## src/rtl/prrs_ram.sv

```systemverilog
module prrs_ram #(
  parameter int WIDTH = 8,
  parameter int DEPTH = 16,
  localparam int AW = $clog2(DEPTH)
) (
  input  logic             clk,
  input  logic             we,
  input  logic [AW-1:0]    waddr,
  input  logic [WIDTH-1:0] wdata,
  input  logic [AW-1:0]    raddr,
  output logic [WIDTH-1:0] rdata
);

  logic [WIDTH-1:0] mem [DEPTH];

  always_ff @(posedge clk) begin
    if (we) begin
      mem[waddr] <= wdata;
    end
  end

  always_ff @(posedge clk) begin
    rdata <= mem[raddr];
  end

endmodule

```

## config.mk

```make
export PLATFORM = sky130hd
export DESIGN_NAME = prrs_ram
export DESIGN_NICKNAME = d
export VERILOG_FILES = /design/src/rtl/prrs_ram.sv
export SDC_FILE = /design/constraint.sdc
export NUM_CORES = 1
export LEC_CHECK = 0
export BUFFER_PORTS_ARGS = -buffer_cell sky130_fd_sc_hd__clkbuf_2
export CAP_MARGIN = 20
export CORE_ASPECT_RATIO = 0.9
export CORE_UTILIZATION = 65
export DETAILED_ROUTE_END_ITERATION = 7
export PLACE_DENSITY = 0.84
export SETUP_SLACK_MARGIN = 0.02
export SKIP_CTS_REPAIR_TIMING = 1
export SYNTH_ARGS = -nofsm -noshare
export SYNTH_HDL_FRONTEND = slang
export SYNTH_SLANG_ARGS = --single-unit
```

## constraint.sdc

```tcl
create_clock -name clk -period 4.9 [get_ports clk]
set_input_delay 0.735 -clock clk [delete_from_list [all_inputs] [get_ports clk]]
set_output_delay 0.735 -clock clk [all_outputs]
set_load 0.05 [all_outputs]
```

==> impl_metrics.prom <==
# TYPE chip_impl_metric gauge
chip_impl_metric{name="num_antenna_cells",unit=""} 0
chip_impl_metric{name="pins_over_their_slew_limit",unit=""} 0
chip_impl_metric{name="clk-insertion-delay-late",unit="ns"} 0.52
chip_impl_metric{name="route.final.wire_length",unit="µm"} 9730
chip_impl_info{name="synth_flop_cell",value="edfxtp_1"} 1
chip_impl_metric{name="final_cell_area",unit="mm²"} 0.00592
chip_impl_metric{name="fp.dieH",unit="µm"} 86.4
chip_impl_metric{name="fill_cells",unit=""} 383
chip_impl_info{name="timing.critical_path.from_type",value="input port"} 1
chip_impl_info{name="cts.root.buffer_cell",value="clkbuf_8"} 1
chip_impl_metric{name="wire_per_inst",unit="µm"} 25.8
chip_impl_metric{name="hpwlAfterDp",unit="µm"} 5700
chip_impl_metric{name="cts_max_level",unit=""} 4
chip_impl_metric{name="drt_first_iter_violations",unit=""} 221
chip_impl_metric{name="worst_path_largest_cell_delay",unit="ns"} 0.61
chip_impl_metric{name="starting_density",unit=""} 0.676
chip_impl_metric{name="postPlaceCellArea",unit="mm²"} 0.00534
chip_impl_metric{name="floorplan.core_area",unit="mm²"} 0.00762
chip_impl_metric{name="crit_fanout",unit=""} 21
chip_impl_metric{name="vias_per_cell",unit=""} 6.51
chip_impl_metric{name="ff_latch_area",unit="mm²"} 0.00400
chip_impl_metric{name="timing.setup.tns",unit="ns"} 0
chip_impl_info{name="outcome",value="completed"} 1
chip_impl_metric{name="tritoncts.num_buffers",unit=""} 17
chip_impl_metric{name="final_period_minus_worst_setup_slack",unit="ns"} 2.14
chip_impl_metric{name="die_w",unit="µm"} 95.8
chip_impl_info{name="synth.area.top_cells",value="edfxtp_1, mux4_2, mux4_1"} 1
chip_impl_info{name="worstPathCellList",value="clkbuf_2, buf_4, mux4_1, a22oi_1, nand2_1"} 1
chip_impl_metric{name="ctsLongestPathBuffers",unit=""} 2
chip_impl_metric{name="synth_warnings",unit=""} 0
chip_impl_metric{name="grt_start_max_net_pins",unit=""} 33
chip_impl_metric{name="cp_data_arrival_time",unit="ns"} 2.54
chip_impl_metric{name="maxSlewHeadroom",unit=""} 0.338
chip_impl_metric{name="detailedRoute.firstPassIterationCount",unit=""} 5
chip_impl_info{name="synth_most_common_cell",value="edfxtp_1"} 1
chip_impl_metric{name="max_clock_freq",unit="GHz"} 0.467
chip_impl_info{name="timing.critical_path.slowest_stage_cell",value="mux4_1"} 1
chip_impl_metric{name="multi_input_comb_area",unit="mm²"} 0.00106
chip_impl_metric{name="postSynthCellCount",unit=""} 229
chip_impl_info{name="worst_hold_path_type",value="input port to register"} 1
chip_impl_metric{name="port-buffer-count",unit=""} 25
chip_impl_metric{name="drcViolationCount",unit=""} 0
chip_impl_metric{name="boundaryPins",unit=""} 26
chip_impl_metric{name="core.rowCount",unit=""} 30
chip_impl_metric{name="synth-edff-count",unit=""} 128
chip_impl_info{name="synth.cells.most_frequent",value="edfxtp_1, mux4_2, a22oi_1, mux4_1, nor2_1"} 1
chip_impl_metric{name="syn_area_per_cell",unit="µm²"} 22.5
chip_impl_metric{name="ant_nets",unit=""} 0
chip_impl_metric{name="post_synth_num_cell_types",unit=""} 19
chip_impl_metric{name="design.die.area",unit="mm²"} 0.00828
chip_impl_metric{name="synthesis.area",unit="mm²"} 0.00515
chip_impl_metric{name="syn2layout_area_growth",unit="%"} 15.1
chip_impl_metric{name="power_leakage",unit="nW"} 2.00
chip_impl_metric{name="setup-violations-final",unit=""} 0
chip_impl_info{name="crit_path_end_kind",value="register"} 1
chip_impl_info{name="grt_setup_unrepaired",value="no"} 1
chip_impl_metric{name="wire_length_of_the_first_global_routing_pass",unit="µm"} 14200
chip_impl_metric{name="worst_clock_skew",unit="ns"} 0.0101
chip_impl_metric{name="route.vias.total",unit=""} 2453
chip_impl_metric{name="worstMarginPinSlew",unit="ns"} 0.990
chip_impl_metric{name="tritoncts_num_sinks",unit=""} 136
chip_impl_metric{name="number_of_global_route_vias_before_repair",unit=""} 2504
chip_impl_metric{name="overflow",unit=""} 0
chip_impl_metric{name="required",unit="ns"} 5.30
chip_impl_info{name="cts_tree",value="built"} 1
chip_impl_metric{name="layout.nets",unit=""} 286
chip_impl_metric{name="globalplace.congestion",unit=""} 0.736
chip_impl_metric{name="pwr_dens",unit="mW/mm²"} 451
chip_impl_metric{name="antenna_found_initial",unit=""} 0
chip_impl_metric{name="timing.final.crit_share",unit=""} 0.437
chip_impl_info{name="path_class",value="input port to register"} 1
chip_impl_metric{name="syn-num-nets",unit=""} 247
chip_impl_metric{name="max_cap_violations",unit=""} 0
chip_impl_metric{name="ir_drop",unit="V"} 0.000289
chip_impl_metric{name="synth_sequential_area_ratio",unit=""} 0.778
chip_impl_metric{name="worst_setup_hold_path_clk_slew",unit="ns"} 0.06
chip_impl_info{name="post-synth-top-area-cell",value="edfxtp_1"} 1
chip_impl_metric{name="hold_viol",unit=""} 0
chip_impl_metric{name="synth_async_sr_flop_share",unit=""} 0
chip_impl_metric{name="track_usage",unit=""} 0.266
chip_impl_metric{name="share_of_cells_above_drive_strength_1",unit=""} 0.285
chip_impl_metric{name="synth-seq-cells",unit=""} 136
chip_impl_metric{name="area_fraction_of_the_dominant_cell_type_after_synthesis",unit=""} 0.747
==> worst max-delay path, delay by kind of cell <==
family	cells	cell delay [ns]
multiplexers	1	0.61
AO/OA/AOI/OAI	1	0.28
AND/OR/NAND/NOR	1	0.10
buffers and inverters	2	0.80
==> registers in the layout, indices dropped and copies added (netlist names) <==
name   cells
rdata      8
mem      128
==> worst paths after layout <==
kind | start | end | slack [ns] | cells past startpoint
worst max register to register | mem[2][1] | rdata[1] | 3.51 | 3
worst max-delay path | raddr[0] | rdata[1] | 2.76 | 5
worst min-delay path | wdata[4] | mem[15][4] | 0.62 | 1
worst min register to register | mem[14][0] | rdata[0] | 0.69 | 3
==> cells by family after synthesis <==
logic type / count (synthesis) / synth area share
multiplexers: 32 / 0.150
AND/OR/NAND/NOR: 35 / 0.0318
AO/OA/AOI/OAI: 16 / 0.0233
buffers and inverters: 10 / 0.0168
flip-flops: 136 / 0.778
==> through the flow <==
step / util / cells / hold WS, ns / power [W] / setup slack (ns)
6_report: 0.777 / 377 / 0.622 / 0.00267 / 2.76
5_1_grt: 0.777 / 377 / 0.632 / 0.00274 / 2.68
4_1_cts: 0.777 / 376 / 0.603 / 0.00269 / 2.75
3_5_place_dp: 0.700 / 344 / 0.674 / 0.00147 / 2.22
3_3_place_gp: 0.700 / 344 / 0.649 / 0.00147 / 2.24
2_1_floorplan: - / 229 / 0.629 / 0.00142 / 2.67
==> metal layers <==
layer | up-vias | part of all wire | global-route usage
li1 | 1058 | - | -
met1 | 1256 | 0.40 | 0.336
met2 | 129 | 0.51 | 0.431
met3 | 10 | 0.083 | 0.0877
met4 | 0 | 0.012 | 0.111
met5 | - | 0 | 0
==> placed cells by master, fill, tap and decap left out <==
cell type and count:
a22oi_1 16, and2_1 1, and2b_1 1, buf_2 1, buf_4 4, bufinv_16 2
clkbuf_1 1, clkbuf_16 16, clkbuf_2 25, clkbuf_8 4, clkinv_2 3, clkinv_4 2
clkinvlp_4 4, dfxtp_1 8, edfxtp_1 128, mux4_1 14, mux4_2 18, nand2_1 9
nand2b_1 2, nand3_1 1, nand3b_1 2, nor2_1 13, nor2b_1 1, nor3_1 4
or3b_2 1
==> power by group <==
part           leakage [nW]  switching [W]  internal, W
combinational         0.500      0.0000906    0.0000471
clock                 0.276       0.000460     0.000762
sequential             1.22      0.0000100      0.00130
==> cell type report <==
class                           count  area share
Multi-Input combinational cell     83       0.178
Sequential cell                   136       0.676
Tap cell                           96      0.0203
Clock inverter                     11      0.0207
Clock buffer                       21      0.0775
Timing Repair Buffer               30      0.0270
No activity file was read; power rests on OpenSTA's default activity.
